### config.mk
export PLATFORM = sky130hd
export DESIGN_NAME = status_frame_receiver_unit
export DESIGN_NICKNAME = d
export VERILOG_FILES = /design/src/sfr_pkg.sv /design/src/status_frame_receiver_unit.sv
export SDC_FILE = /design/constraint.sdc
export NUM_CORES = 2
export LEC_CHECK = 0
export BUFFER_PORTS_ARGS = -buffer_cell sky130_fd_sc_hd__buf_2
export CORE_ASPECT_RATIO = 0.6
export CORE_MARGIN = 1
export CORE_UTILIZATION = 45
export CTS_BUF_LIST = sky130_fd_sc_hd__clkbuf_8 sky130_fd_sc_hd__clkbuf_16
export DETAILED_ROUTE_END_ITERATION = 6
export GPL_TIMING_DRIVEN = 1
export SLEW_MARGIN = 20
export SYNTH_ARGS = -nofsm -noshare
export SYNTH_HDL_FRONTEND = slang
export SYNTH_SLANG_ARGS = --single-unit
### constraint.sdc
create_clock -name aclk -period 8 [get_ports aclk]
set_input_delay 0.4 -clock aclk [delete_from_list [all_inputs] [get_ports aclk]]
set_output_delay 0.4 -clock aclk [all_outputs]
set_load 0.01 [all_outputs]
### src/sfr_pkg.sv
package sfr_pkg;

    // Frame layout
    localparam int FRAME_BYTES   = 24;
    localparam int CRC_BYTES     = 22;
    localparam int PAYLOAD_START = 4;
    localparam int SHADOW_BYTES  = CRC_BYTES - PAYLOAD_START;
    localparam int COUNT_SAT     = 25;
    localparam int COUNT_W       = 5;
    localparam int SHADOW_IDX_W  = $clog2(SHADOW_BYTES);

    localparam logic [7:0]  MAGIC_0   = 8'h52;  // 'R'
    localparam logic [7:0]  MAGIC_1   = 8'h4C;  // 'L'
    localparam logic [15:0] CRC_INIT  = 16'hFFFF;
    localparam logic [15:0] CRC_POLY  = 16'h1021;
    localparam int          AGE_W     = 17;
    localparam logic [AGE_W-1:0] AGE_MAX = '1;

    // Stream widths
    localparam int S_TDATA_W = 8;
    localparam int S_TUSER_W = 5;
    localparam int M_TDATA_W = 184;
    localparam int CFG_IDX_W = 2;
    localparam int CFG_DATA_W = 16;
    localparam int NUM_COUNTERS = 8;

    typedef enum logic [1:0] {
        MODE_BYTE = 2'd0,
        MODE_TICK = 2'd1,
        MODE_READ = 2'd2,
        MODE_NONE = 2'd3
    } mode_t;

    typedef enum logic [2:0] {
        VERDICT_NONE    = 3'd0,
        VERDICT_OK      = 3'd1,
        VERDICT_LENGTH  = 3'd2,
        VERDICT_MAGIC   = 3'd3,
        VERDICT_VERSION = 3'd4,
        VERDICT_TYPE    = 3'd5,
        VERDICT_CRC     = 3'd6
    } verdict_t;

    typedef enum logic [1:0] {
        LINK_OFF       = 2'd0,
        LINK_NO_PACKET = 2'd1,
        LINK_STALE     = 2'd2,
        LINK_UP        = 2'd3
    } link_t;

    typedef enum logic [1:0] {
        CFG_ENABLE      = 2'd0,
        CFG_STALE_LIMIT = 2'd1,
        CFG_VERSION     = 2'd2,
        CFG_TYPE        = 2'd3
    } cfg_reg_t;

    // Counter slots
    localparam logic [2:0] CNT_RAW     = 3'd0;
    localparam logic [2:0] CNT_VALID   = 3'd1;
    localparam logic [2:0] CNT_INVALID = 3'd2;

    // CRC-16/CCITT-FALSE, one byte, MSB first
    function automatic logic [15:0] crc16_byte(input logic [15:0] crc, input logic [7:0] b);
        logic [15:0] c;
        c = crc ^ {b, 8'h00};
        for (int k = 0; k < 8; k++) begin
            if (c[15]) begin
                c = {c[14:0], 1'b0} ^ CRC_POLY;
            end else begin
                c = {c[14:0], 1'b0};
            end
        end
        return c;
    endfunction

endpackage

### src/status_frame_receiver_unit.sv
// Status frame receiver.
// Input stream (s_*): one word per item. s_tuser[1:0] is the mode (frame byte,
// millisecond tick, counter read), s_tuser[4:2] the counter select, s_tdata the
// frame byte and s_tlast the end of a frame. Frames must be 24 bytes, start
// with "RL", carry the configured version and type, and end with a
// little-endian CRC-16/CCITT-FALSE over bytes 0..21.
// Output stream (m_*): one result word per input word: verdict, link state,
// the fields of the last good frame and the counter read value.
// Config port (cfg_*): always ready; write only while the block is idle.
// m_tvalid rises once a word has passed the input register, then the result
// register. Throughput: one word per cycle while m_tready is high; the CRC
// byte update and the header checks sit in the single logic stage between the
// two registers. A stalled m_tready holds the result word; the input register
// still takes one more word, then s_tready drops until the result is taken.
// Reset (aresetn low, synchronous) disables the receiver, loads the default
// limits, clears counters, latched fields and link age, and empties both
// registers. Disabling via config forgets the last packet seen.
module status_frame_receiver_unit #(
    parameter int COUNTER_WIDTH = 32
) (
    input  logic                             aclk,
    input  logic                             aresetn,
    // input stream
    input  logic                             s_tvalid,
    output logic                             s_tready,
    input  logic [sfr_pkg::S_TDATA_W-1:0]    s_tdata,   // data_byte[7:0]
    input  logic [sfr_pkg::S_TUSER_W-1:0]    s_tuser,   // mode[1:0], counter_select[4:2]
    input  logic                             s_tlast,   // frame_last
    // result stream
    output logic                             m_tvalid,
    input  logic                             m_tready,
    // frame_verdict[2:0], link_state[4:3], sequence_res[36:5], uptime_s[68:37],
    // camera_count[84:69], wifi_count[100:85], ble_count[116:101],
    // device_state[124:117], gps_state[132:125], capture_state[140:133],
    // gateway_rssi[148:141], count_value[180:149], zero pad[183:181]
    output logic [sfr_pkg::M_TDATA_W-1:0]    m_tdata,
    // config writes
    input  logic                             cfg_valid,
    output logic                             cfg_ready,
    input  logic [sfr_pkg::CFG_IDX_W-1:0]    cfg_index,
    input  logic [sfr_pkg::CFG_DATA_W-1:0]   cfg_data
);
    import sfr_pkg::*;

    // config registers
    logic        enable_reg;
    logic [15:0] stale_limit_reg;
    logic [7:0]  exp_version_reg;
    logic [7:0]  exp_type_reg;

    // input register
    logic        in_valid_reg;
    logic [1:0]  in_mode_reg;
    logic [7:0]  in_data_reg;
    logic        in_last_reg;
    logic [2:0]  in_sel_reg;

    // frame assembly
    logic [COUNT_W-1:0] byte_count_reg, byte_count_next;
    logic [15:0]        crc_reg, crc_next;
    verdict_t           fault_reg, fault_next;
    logic [7:0]         shadow_reg [SHADOW_BYTES];
    logic [7:0]         crc_low_reg;

    // link health
    logic               seen_reg, seen_next;
    logic [AGE_W-1:0]   age_reg, age_next;

    // latched payload fields
    logic [31:0]        seq_reg, seq_next;
    logic [31:0]        uptime_reg, uptime_next;
    logic [15:0]        camera_reg, camera_next;
    logic [15:0]        wifi_reg, wifi_next;
    logic [15:0]        ble_reg, ble_next;
    logic [7:0]         dev_state_reg, dev_state_next;
    logic [7:0]         gps_state_reg, gps_state_next;
    logic [7:0]         cap_state_reg, cap_state_next;
    logic signed [7:0]  rssi_reg, rssi_next;

    logic [COUNTER_WIDTH-1:0] cnt_reg [NUM_COUNTERS];
    logic [NUM_COUNTERS-1:0]  bump;

    // result register
    logic                  out_valid_reg;
    logic [M_TDATA_W-1:0]  out_data_reg, out_data_next;

    logic                    advance;
    logic                    take_byte;
    logic                    shadow_we;
    logic                    crc_low_we;
    logic [SHADOW_IDX_W-1:0] shadow_idx;
    logic [COUNT_W-1:0]      count_inc;
    logic [15:0]             crc_upd;
    verdict_t                fault_upd;
    verdict_t                verdict;
    link_t                   link;
    logic [31:0]             count_value;

    // The result register frees up when empty or when its word is taken.
    assign advance   = in_valid_reg && (!out_valid_reg || m_tready);
    assign s_tready  = !in_valid_reg || advance;
    assign m_tvalid  = out_valid_reg;
    assign m_tdata   = out_data_reg;
    assign cfg_ready = 1'b1;

    assign take_byte  = (in_mode_reg == MODE_BYTE) && enable_reg;
    assign shadow_idx = SHADOW_IDX_W'(byte_count_reg - COUNT_W'(PAYLOAD_START));

    always_comb begin
        byte_count_next = byte_count_reg;
        crc_next        = crc_reg;
        fault_next      = fault_reg;
        seen_next       = seen_reg;
        age_next        = age_reg;
        shadow_we       = 1'b0;
        crc_low_we      = 1'b0;
        verdict         = VERDICT_NONE;
        count_value     = '0;
        bump            = '0;
        crc_upd         = crc_reg;
        fault_upd       = fault_reg;
        count_inc       = byte_count_reg;

        seq_next       = seq_reg;
        uptime_next    = uptime_reg;
        camera_next    = camera_reg;
        wifi_next      = wifi_reg;
        ble_next       = ble_reg;
        dev_state_next = dev_state_reg;
        gps_state_next = gps_state_reg;
        cap_state_next = cap_state_reg;
        rssi_next      = rssi_reg;

        unique case (in_mode_reg)
            MODE_BYTE: begin
                if (take_byte) begin
                    if (byte_count_reg < COUNT_W'(CRC_BYTES)) begin
                        crc_upd = crc16_byte(crc_reg, in_data_reg);
                    end
                    // header checks, first fault wins
                    if (fault_reg == VERDICT_NONE) begin
                        if ((byte_count_reg == COUNT_W'(0) && in_data_reg != MAGIC_0) ||
                            (byte_count_reg == COUNT_W'(1) && in_data_reg != MAGIC_1)) begin
                            fault_upd = VERDICT_MAGIC;
                        end else if (byte_count_reg == COUNT_W'(2) &&
                                     in_data_reg != exp_version_reg) begin
                            fault_upd = VERDICT_VERSION;
                        end else if (byte_count_reg == COUNT_W'(3) &&
                                     in_data_reg != exp_type_reg) begin
                            fault_upd = VERDICT_TYPE;
                        end
                    end
                    shadow_we  = (byte_count_reg >= COUNT_W'(PAYLOAD_START)) &&
                                 (byte_count_reg < COUNT_W'(CRC_BYTES));
                    crc_low_we = (byte_count_reg == COUNT_W'(CRC_BYTES));
                    if (byte_count_reg < COUNT_W'(COUNT_SAT)) begin
                        count_inc = byte_count_reg + COUNT_W'(1);
                    end

                    if (in_last_reg) begin
                        if (count_inc != COUNT_W'(FRAME_BYTES)) begin
                            verdict = VERDICT_LENGTH;
                        end else if (fault_upd != VERDICT_NONE) begin
                            verdict = fault_upd;
                        end else if ({in_data_reg, crc_low_reg} != crc_upd) begin
                            verdict = VERDICT_CRC;
                        end else begin
                            verdict = VERDICT_OK;
                        end

                        bump[CNT_RAW] = 1'b1;
                        if (verdict == VERDICT_OK) begin
                            bump[CNT_VALID] = 1'b1;
                            seen_next       = 1'b1;
                            age_next        = '0;
                            // all payload bytes already sit in the shadow
                            seq_next       = {shadow_reg[3], shadow_reg[2],
                                              shadow_reg[1], shadow_reg[0]};
                            uptime_next    = {shadow_reg[7], shadow_reg[6],
                                              shadow_reg[5], shadow_reg[4]};
                            camera_next    = {shadow_reg[9], shadow_reg[8]};
                            wifi_next      = {shadow_reg[11], shadow_reg[10]};
                            ble_next       = {shadow_reg[13], shadow_reg[12]};
                            dev_state_next = shadow_reg[14];
                            gps_state_next = shadow_reg[15];
                            cap_state_next = shadow_reg[16];
                            rssi_next      = shadow_reg[17];
                        end else begin
                            bump[CNT_INVALID] = 1'b1;
                            bump[3'(verdict) + 3'd1] = 1'b1;
                        end
                        // restart assembly after any frame end
                        byte_count_next = '0;
                        crc_next        = CRC_INIT;
                        fault_next      = VERDICT_NONE;
                    end else begin
                        byte_count_next = count_inc;
                        crc_next        = crc_upd;
                        fault_next      = fault_upd;
                    end
                end
            end
            MODE_TICK: begin
                if (age_reg != AGE_MAX) begin
                    age_next = age_reg + AGE_W'(1);
                end
            end
            MODE_READ: begin
                count_value = 32'(cnt_reg[in_sel_reg]);
            end
            default: begin
            end
        endcase

        if (!enable_reg) begin
            link = LINK_OFF;
        end else if (!seen_next) begin
            link = LINK_NO_PACKET;
        end else if (age_next > {1'b0, stale_limit_reg}) begin
            link = LINK_STALE;
        end else begin
            link = LINK_UP;
        end

        out_data_next = {3'b000, count_value, rssi_next, cap_state_next, gps_state_next,
                         dev_state_next, ble_next, wifi_next, camera_next, uptime_next,
                         seq_next, link, verdict};
    end

    always_ff @(posedge aclk) begin
        if (!aresetn) begin
            enable_reg      <= 1'b0;
            stale_limit_reg <= 16'd15000;
            exp_version_reg <= 8'h01;
            exp_type_reg    <= 8'h01;
            in_valid_reg    <= 1'b0;
            out_valid_reg   <= 1'b0;
            byte_count_reg  <= '0;
            crc_reg         <= CRC_INIT;
            fault_reg       <= VERDICT_NONE;
            seen_reg        <= 1'b0;
            age_reg         <= '0;
            seq_reg         <= '0;
            uptime_reg      <= '0;
            camera_reg      <= '0;
            wifi_reg        <= '0;
            ble_reg         <= '0;
            dev_state_reg   <= '0;
            gps_state_reg   <= '0;
            cap_state_reg   <= '0;
            rssi_reg        <= '0;
            for (int k = 0; k < NUM_COUNTERS; k++) begin
                cnt_reg[k] <= '0;
            end
        end else begin
            // input register
            if (s_tready) begin
                in_valid_reg <= s_tvalid;
            end
            // result register
            if (advance) begin
                out_valid_reg <= 1'b1;
            end else if (m_tready) begin
                out_valid_reg <= 1'b0;
            end

            if (advance) begin
                byte_count_reg <= byte_count_next;
                crc_reg        <= crc_next;
                fault_reg      <= fault_next;
                seen_reg       <= seen_next;
                age_reg        <= age_next;
                seq_reg        <= seq_next;
                uptime_reg     <= uptime_next;
                camera_reg     <= camera_next;
                wifi_reg       <= wifi_next;
                ble_reg        <= ble_next;
                dev_state_reg  <= dev_state_next;
                gps_state_reg  <= gps_state_next;
                cap_state_reg  <= cap_state_next;
                rssi_reg       <= rssi_next;
                for (int k = 0; k < NUM_COUNTERS; k++) begin
                    if (bump[k]) begin
                        cnt_reg[k] <= cnt_reg[k] + COUNTER_WIDTH'(1);
                    end
                end
            end

            // config writes land last; disable drops the link and the frame
            if (cfg_valid && cfg_ready) begin
                unique case (cfg_index)
                    CFG_ENABLE: begin
                        enable_reg <= cfg_data[0];
                        if (!cfg_data[0]) begin
                            seen_reg       <= 1'b0;
                            byte_count_reg <= '0;
                            crc_reg        <= CRC_INIT;
                            fault_reg      <= VERDICT_NONE;
                        end
                    end
                    CFG_STALE_LIMIT: stale_limit_reg <= cfg_data;
                    CFG_VERSION:     exp_version_reg <= cfg_data[7:0];
                    CFG_TYPE:        exp_type_reg    <= cfg_data[7:0];
                    default: begin
                    end
                endcase
            end
        end
    end

    // payload registers, no reset
    always_ff @(posedge aclk) begin
        if (s_tready) begin
            in_mode_reg <= s_tuser[1:0];
            in_sel_reg  <= s_tuser[4:2];
            in_data_reg <= s_tdata;
            in_last_reg <= s_tlast;
        end
        if (advance) begin
            out_data_reg <= out_data_next;
            if (shadow_we) begin
                shadow_reg[shadow_idx] <= in_data_reg;
            end
            if (crc_low_we) begin
                crc_low_reg <= in_data_reg;
            end
        end
    end

    // ---------------- assertions ----------------

    // byte count saturates, never runs past its ceiling
    assert property (@(posedge aclk) disable iff (!aresetn)
        byte_count_reg <= COUNT_W'(COUNT_SAT))
        else $error("byte count past saturation");

    // disabled receiver keeps the assembly parked at its start
    assert property (@(posedge aclk) disable iff (!aresetn)
        !enable_reg |-> (byte_count_reg == '0 && crc_reg == CRC_INIT &&
                         fault_reg == VERDICT_NONE))
        else $error("frame assembly moved while disabled");

    // a good frame marks the link seen with fresh age
    assert property (@(posedge aclk) disable iff (!aresetn)
        (advance && verdict == VERDICT_OK) |=> (seen_reg && age_reg == '0))
        else $error("accepted frame did not refresh link");

    // a result from a disabled receiver reports the link off
    assert property (@(posedge aclk) disable iff (!aresetn)
        (advance && !enable_reg) |=> (out_data_reg[4:3] == LINK_OFF))
        else $error("link state wrong while disabled");

endmodule

==> Word-level counts from Yosys, hierarchy flattened <==
Memories as Yosys holds them, arrays and structs flattened. A register that Yosys moved wholly into a read port is not among the register bits.
Index checks and enable logic that the tools add are counted.
{ "word_totals": {"ramBits": 400, "output_inout_bits": 187, "register_bits": 392, "mem_count": 2, "elab_cells": 286, "input_bits": 37} }
{ "memory_table": {"columns": ["name", "depth", "word_bits", "read_ports", "rd_ports_with_merged_regs", "wr", "line_no", "text"], "rows": [
  ["cnt_reg", 8, 32, 9, 1, 8, "status_frame_receiver_unit.sv:80", "logic [COUNTER_WIDTH-1:0] cnt_reg [NUM_COUNTERS];"],
  ["shadow_reg", 18, 8, 18, 0, 1, "status_frame_receiver_unit.sv:62", "logic [7:0] shadow_reg [SHADOW_BYTES];"]
]} }
{ "classes": {"muxes": 176, "bitwise": 17, "n_eq_ne": 17, "magnitude_cmp": 6, "add_sub_neg": 12, "reduce_logical": 27} }
{ "ops": {"columns": ["op", "n"], "rows": [
  ["16-bit two-way mux", 43],
  ["32-bit two-way mux", 16],
  ["32-bit by 1-bit adder with 32-bit output, second input constant", 8],
  ["8-bit two-way mux", 19],
  ["13-bit two-way mux", 8],
  ["17-bit two-way mux", 4],
  ["3-bit two-way mux", 19],
  ["1-bit two-way mux", 54],
  ["5-bit two-way mux", 10],
  ["17-bit case mux with 2 select lines", 1],
  ["3-bit NOT", 8],
  ["17-bit by 1-bit adder with 17-bit output, second input constant", 1],
  ["17-bit by 16-bit > comparator with 1-bit output", 1],
  ["17-bit inequality test, second input constant", 1],
  ["16-bit inequality test", 1],
  ["8-bit by 7-bit inequality test with 1-bit output, second input constant", 2],
  ["8-bit inequality test", 2],
  ["16-bit bitwise XOR", 1],
  ["2-bit AND reduction", 6],
  ["5-bit by 2-bit equality test with 1-bit output, second input constant", 2],
  ["5-bit < comparator, second input constant", 2],
  ["1-bit logical AND", 8],
  ["1-bit bitwise OR", 8],
  ["2-bit equality test, second input constant", 3],
  ["other kinds (21)", 27]
]} }

==> Depth between registers and ports, before layout <==
{ "depth": {"word_depth": 62, "ltp_mapped": 29, "ltp_nobuf": 26} }

==> Worst setup path before layout <==
OpenSTA, ideal clock, no wires.
{ "synth_timing": {"path_type": "register -> register", "startpoint": "register out_valid_reg, in the netlist m_tvalid", "endpoint": "register age_reg[11]", "path_buffers": 3, "arrival_time_ns": 6.446, "path_stages_with_launch": 8, "path_slack_ns": 1.169, "setup_ns": 0.385, "required_time_ns": 7.615, "period_less_slack_ns": 6.831, "path_cell_list": "dfxtp_1 > nor2b_1 > nand2b_1 > clkbuf_1 > inv_1 > clkbuf_1 > buf_1 > a31oi_1"} }
{ "synth_between": {"elab_chain_len": 3} }
{ "synth_rtl": {"columns": ["element", "line_no", "text"], "rows": [
  ["from (decl)", "status_frame_receiver_unit.sv:84", "logic out_valid_reg;"],
  ["from (signal assigned)", "status_frame_receiver_unit.sv:237", "out_valid_reg <= 1'b0;"],
  ["from (signal assigned)", "status_frame_receiver_unit.sv:262", "out_valid_reg <= 1'b1;"],
  ["from (signal assigned)", "status_frame_receiver_unit.sv:264", "out_valid_reg <= 1'b0;"],
  ["1-bit zero test", "status_frame_receiver_unit.sv:100", "assign advance = in_valid_reg && (!out_valid_reg || m_tready);"],
  ["1-bit logical OR", "status_frame_receiver_unit.sv:100", null],
  ["1-bit logical AND", "status_frame_receiver_unit.sv:100", null],
  ["net advance", "status_frame_receiver_unit.sv:87", "logic advance;"],
  ["to (signal assigned)", "status_frame_receiver_unit.sv:272", "age_reg <= age_next;"],
  ["to (decl)", "status_frame_receiver_unit.sv:67", "logic [AGE_W-1:0] age_reg, age_next;"]
]} }
The timed path passes the listed nets, and every way through them passes these cells.
A chain may end at the register's enable or synchronous reset.

==> Final worst setup path <==
{ "layout_timing": {"startpoint": "register crc_reg[15]", "endpoint": "register out_data_reg[3], in the netlist m_tdata[3] (data pin)"} }
{ "layout_between": {"elab_chain_len": 49, "word_cells_on_any_way": 54, "cone_classes": "1 x order compare; 2 x eq/ne; 48 x mux; 3 x bitwise"} }
{ "layout_rtl": {"columns": ["element", "line_no", "text"], "rows": [
  ["from (decl)", "status_frame_receiver_unit.sv:60", "logic [15:0] crc_reg, crc_next;"],
  ["from (signal assigned)", "status_frame_receiver_unit.sv:269", "crc_reg <= crc_next;"],
  ["16-bit bitwise XOR", "sfr_pkg.sv:66", "c = crc ^ {b, 8'h00};"],
  ["13-bit two-way mux", "sfr_pkg.sv:68", "if (c[15]) begin"],
  ["16-bit two-way mux", "status_frame_receiver_unit.sv:137", "if (byte_count_reg < COUNT_W'(CRC_BYTES)) begin"],
  ["16-bit two-way mux", "status_frame_receiver_unit.sv:136", "if (take_byte) begin"],
  ["16-bit two-way mux", "status_frame_receiver_unit.sv:134", "unique case (in_mode_reg)"],
  ["13-bit two-way mux", "sfr_pkg.sv:68", null],
  ["16-bit two-way mux", "status_frame_receiver_unit.sv:137", null],
  ["16-bit two-way mux", "status_frame_receiver_unit.sv:136", null],
  ["[... 34 more ...]", null, null],
  ["17-bit two-way mux *", "status_frame_receiver_unit.sv:172", "if (verdict == VERDICT_OK) begin"],
  ["17-bit two-way mux *", "status_frame_receiver_unit.sv:160", "if (in_last_reg) begin"],
  ["17-bit two-way mux *", "status_frame_receiver_unit.sv:136", null],
  ["17-bit case mux with 2 select lines *", "status_frame_receiver_unit.sv:134", null],
  ["net age_next[10]", "status_frame_receiver_unit.sv:67", null],
  ["17-bit by 16-bit > comparator with 1-bit output *", "status_frame_receiver_unit.sv:219", "end else if (age_next > {1'b0, stale_limit_reg}) begin"],
  ["1-bit two-way mux *", "status_frame_receiver_unit.sv:219", null],
  ["1-bit two-way mux *", "status_frame_receiver_unit.sv:217", "end else if (!seen_next) begin"],
  ["to (signal assigned)", "status_frame_receiver_unit.sv:320", "out_data_reg <= out_data_next;"],
  ["to (decl)", "status_frame_receiver_unit.sv:85", "logic [M_TDATA_W-1:0] out_data_reg, out_data_next;"]
]} }
Mark *: on every way through the listed nets, which the timed path passes. The rest lies on a longest branch. The select of a mux whose other input is x is not followed.

==> impl_metrics.ini <==
[worst_setup_path]
worst-r2r-cell-count = 24
cp.required_ns = 8.56
path_buf_inv = 2
crit_family = compound AO/OA/AOI/OAI gates
rr_startpoint = crc_reg[15]$_SDFF_PN1_
start_kind = flip-flop
reg2reg_to = m_tdata[3]$_SDFFCE_PN0P_
path_max_fanout = 7
crit_path_max_incr_delay_ns = 0.92
cp.arrival_ns = 7.07
cp-end-kind = flip-flop
crit_path_cell_trace = xnor2_1 -> xor2_1 -> a2111oi_0 -> o21ai_0 -> and4b_1 -> and3_1 -> a21oi_1 -> inv_1 -> ha_1 -> inv_1 -> nor2_1 -> a21boi_4 -> nor2_1 -> mux2_2 -> ha_1 -> a21o_1 -> a21oi_1 -> nor2b_1 -> o21ai_0 -> nand2b_1 -> a2111oi_0 -> a221oi_1 -> a2bb2oi_1 -> o21a_1
r2r_slack_ns = 1.49
crit_type = reg -> reg
crit_slowest_cell = a2111oi_0
crit_cells = 24

[floorplanning]
core_area_mm2 = 0.0834
start_util = 0.454
die_h_um = 227
die_w_um = 377
pin_count = 224
dieArea_mm2 = 0.0854
num_rows = 82

[sta]
tns_ns = 0
min_period_ns = 6.51
holdWs_ns = 0.0355
max_freq_mhz = 154
hold_violations = 0
worst_pin_slew_ns = 1.22
setup_viol = 0
skew_ns = 0.0402
setup_slack_ns = 1.49
rsz0062_at_grt = no
slew_headroom = 0.187
slew_viol_final = 0
timing.final.crit_share = 0.814

[routing]
routedLengthMet1_um = 49500
via_per_inst = 5.62
dr.pass1.iters = 6
vias = 25300
wl_per_cell_um = 22.5
wl_um = 101000
highest_layer = met5
drc = 0
dr_wl_met3_um = 9880
wl_met2_um = 40400
drt_iter0_markers = 2511
drt.antenna.violating_nets = 0

[min_path]
holdPathStages = 1
min_from = s_tdata[1]
hold_class = in -> reg
holdPathEnd = in_data_reg[1]$_DFFE_PP_

[power]
power_density_mw_per_mm2 = 217
p_sw_frac = 0.237
pwr-share-comb = 0.056
internal-power_uw = 7160
p_seq_frac = 0.514
power_uw = 9380
clkPwrFrac = 0.430
p_leak_uw = 0.0151
p_sw_uw = 2220
ir_drop_mv = 0.145

[yosys]
syn_area_mm2 = 0.0379
yosys_register_bits = 824
postSynthCellCount = 3063
async_flop_share = 0
synth_enable_flop_cells = 603
seq_area_frac_synth = 0.595
avgSynthCellArea_um2 = 12.4
yosysUniqueCellTypes = 89
ys_warn_count = 0
ys.flop_type = edfxtp_1

[grt]
grt_first_pass_wirelength_um = 152000
grt_max_degree = 148
gr-total-overflow = 0
gr-usage-all-layers = 0.236
antenna_found_initial = 9
grt_pass1_vias = 24000

[run]
maxCapViolCount = 0

[layout]
regArea_mm2 = 0.0225
multi_input_area_mm2 = 0.0145
instances_no_fill = 4495
largest_reg_flops = 256
synthToLayoutAreaGrowth_pct = 14.2
layout-drive-gt1-share = 0.184
fillers = 7072
fin_nets = 3361

[clock_tree]
numClockSinks = 824
htree_levels = 3
cts_setup_buffers = 0
clk_latency_ns = 0.69
postCtsResizedCells = 0
root_buffer = clkbuf_16
clk_path_buf_depth = 3
cts_made_buffers = 81
tritoncts = built
cts.clk_slew.worst_paths_ns = 0.07

[placed_design]
gp_congestion = 0.888
place_ws_ns = 1.58
portBuffers = 219
dp_cells = 4310
dp_hpwl_um = 68500

[run_status]
status = finished, final reports clean
-- kinds of logic after synthesis --
kind of cell	count (synthesis)	synth area share
simple gates	1100	0.132
other cells	2	0.000198
fa+ha+maj	35	0.0116
mux	401	0.132
xor+xnor	286	0.0695
buf+inv	211	0.0243
flops	824	0.595
compound gates	204	0.0357
-- timing repair --
item / 4_1_cts / 5_1_grt
endpoints found under the setup margin: 0 / 0
endpoints found under the hold margin: 32 / 0
hold buffers: 30 / 0
-- layer usage --
layer	track usage	vias to the layer above
met5	0	-
met3	0.0680	110
met1	0.378	12700
li1	-	11500
met4	0.0438	2
met2	0.312	929
-- power groups by stage --
stage | clock, µW | combinational (µW) | sequential (µW)
after CTS | 4110 | 524 | 4820
after floorplan | 0 | 291 | 4900
after global routing | 4280 | 563 | 4830
after global placement | 0 | 501 | 4900
final | 4030 | 525 | 4820
after detailed placement | 0 | 509 | 4910
-- final cells by class --
type,count,area share
inverters,66,0.00602
diodes,5,0.000289
repair buffers,286,0.0399
multi-input cells,2030,0.335
flip-flops and latches,824,0.521
clock inverters,67,0.0173
well taps,1134,0.0328
clock buffers,83,0.0475
-- worst max-delay path by stage --
stage,from,endpoint,slack [ns]
6_report,crc_reg[15]$_SDFF_PN1_,m_tdata[3]$_SDFFCE_PN0P_,1.49
5_1_grt,in_data_reg[2]$_DFFE_PP_,m_tdata[3]$_SDFFCE_PN0P_,1.01
4_1_cts,in_data_reg[2]$_DFFE_PP_,m_tdata[3]$_SDFFCE_PN0P_,1.54
3_5_place_dp,in_data_reg[2]$_DFFE_PP_,m_tdata[3]$_SDFFCE_PN0P_,1.58
3_3_place_gp,in_data_reg[2]$_DFFE_PP_,m_tdata[3]$_SDFFCE_PN0P_,1.63
2_1_floorplan,m_tvalid$_SDFFE_PN0P_,age_reg[11]$_SDFFE_PN0P_,1.17
-- cell usage in the layout (no fill, tap or decap), types with 33 or more instances in the layout --
cell | synthesis | routed
dfxtp_1 | 221 | 221
mux2_2 | 145 | 145
mux2i_1 | 192 | 192
nand3_1 | 107 | 107
o21ai_0 | 39 | 35
clkbuf_16 | 0 | 81
ha_1 | 35 | 35
inv_1 | 65 | 84
buf_4 | 10 | 33
edfxtp_1 | 603 | 603
xor2_1 | 164 | 164
mux4_2 | 64 | 64
buf_2 | 43 | 219
and3_1 | 54 | 54
nand4_1 | 56 | 56
nand2_1 | 205 | 203
nor2_1 | 517 | 514
xnor2_1 | 111 | 111
a21oi_1 | 56 | 56
nor3_1 | 58 | 58
-- synthesized netlist by cell type, drive strengths merged (4+ instances only) --
master  instances  area share
edfxtp        603        0.48
nor2          517       0.051
dfxtp         221        0.12
nand2         205       0.020
mux2i         192       0.051
xor2          164       0.038
mux2          145       0.043
xnor2         115       0.027
nand3         107       0.014
clkbuf         77      0.0076
buf            68       0.010
inv            66      0.0065
mux4           64       0.038
nand4          59       0.010
nor3           58      0.0077
a21oi          57      0.0078
and3           54      0.0089
o21ai          41      0.0055
ha             35       0.012
or3            24      0.0040
o211ai         20      0.0040
a31oi          14      0.0025
and4           13      0.0030
and2            9      0.0015
nand2b          9      0.0015
nor4            9      0.0020
o22ai           8      0.0013
a211oi          7      0.0015
nor2b           7      0.0012
o21a            6      0.0012
or2             6     0.00099
xnor3           6      0.0036
nor3b           5     0.00099
or4bb           4      0.0012
-- per-stage QoR --
stage,util,cell area (µm²)
6_report,0.519,43300
5_1_grt,0.518,43200
4_1_cts,0.518,43200
3_5_place_dp,0.481,40100
3_3_place_gp,0.481,40100
2_1_floorplan,-,37900
No activity file was read; power rests on OpenSTA's default activity.
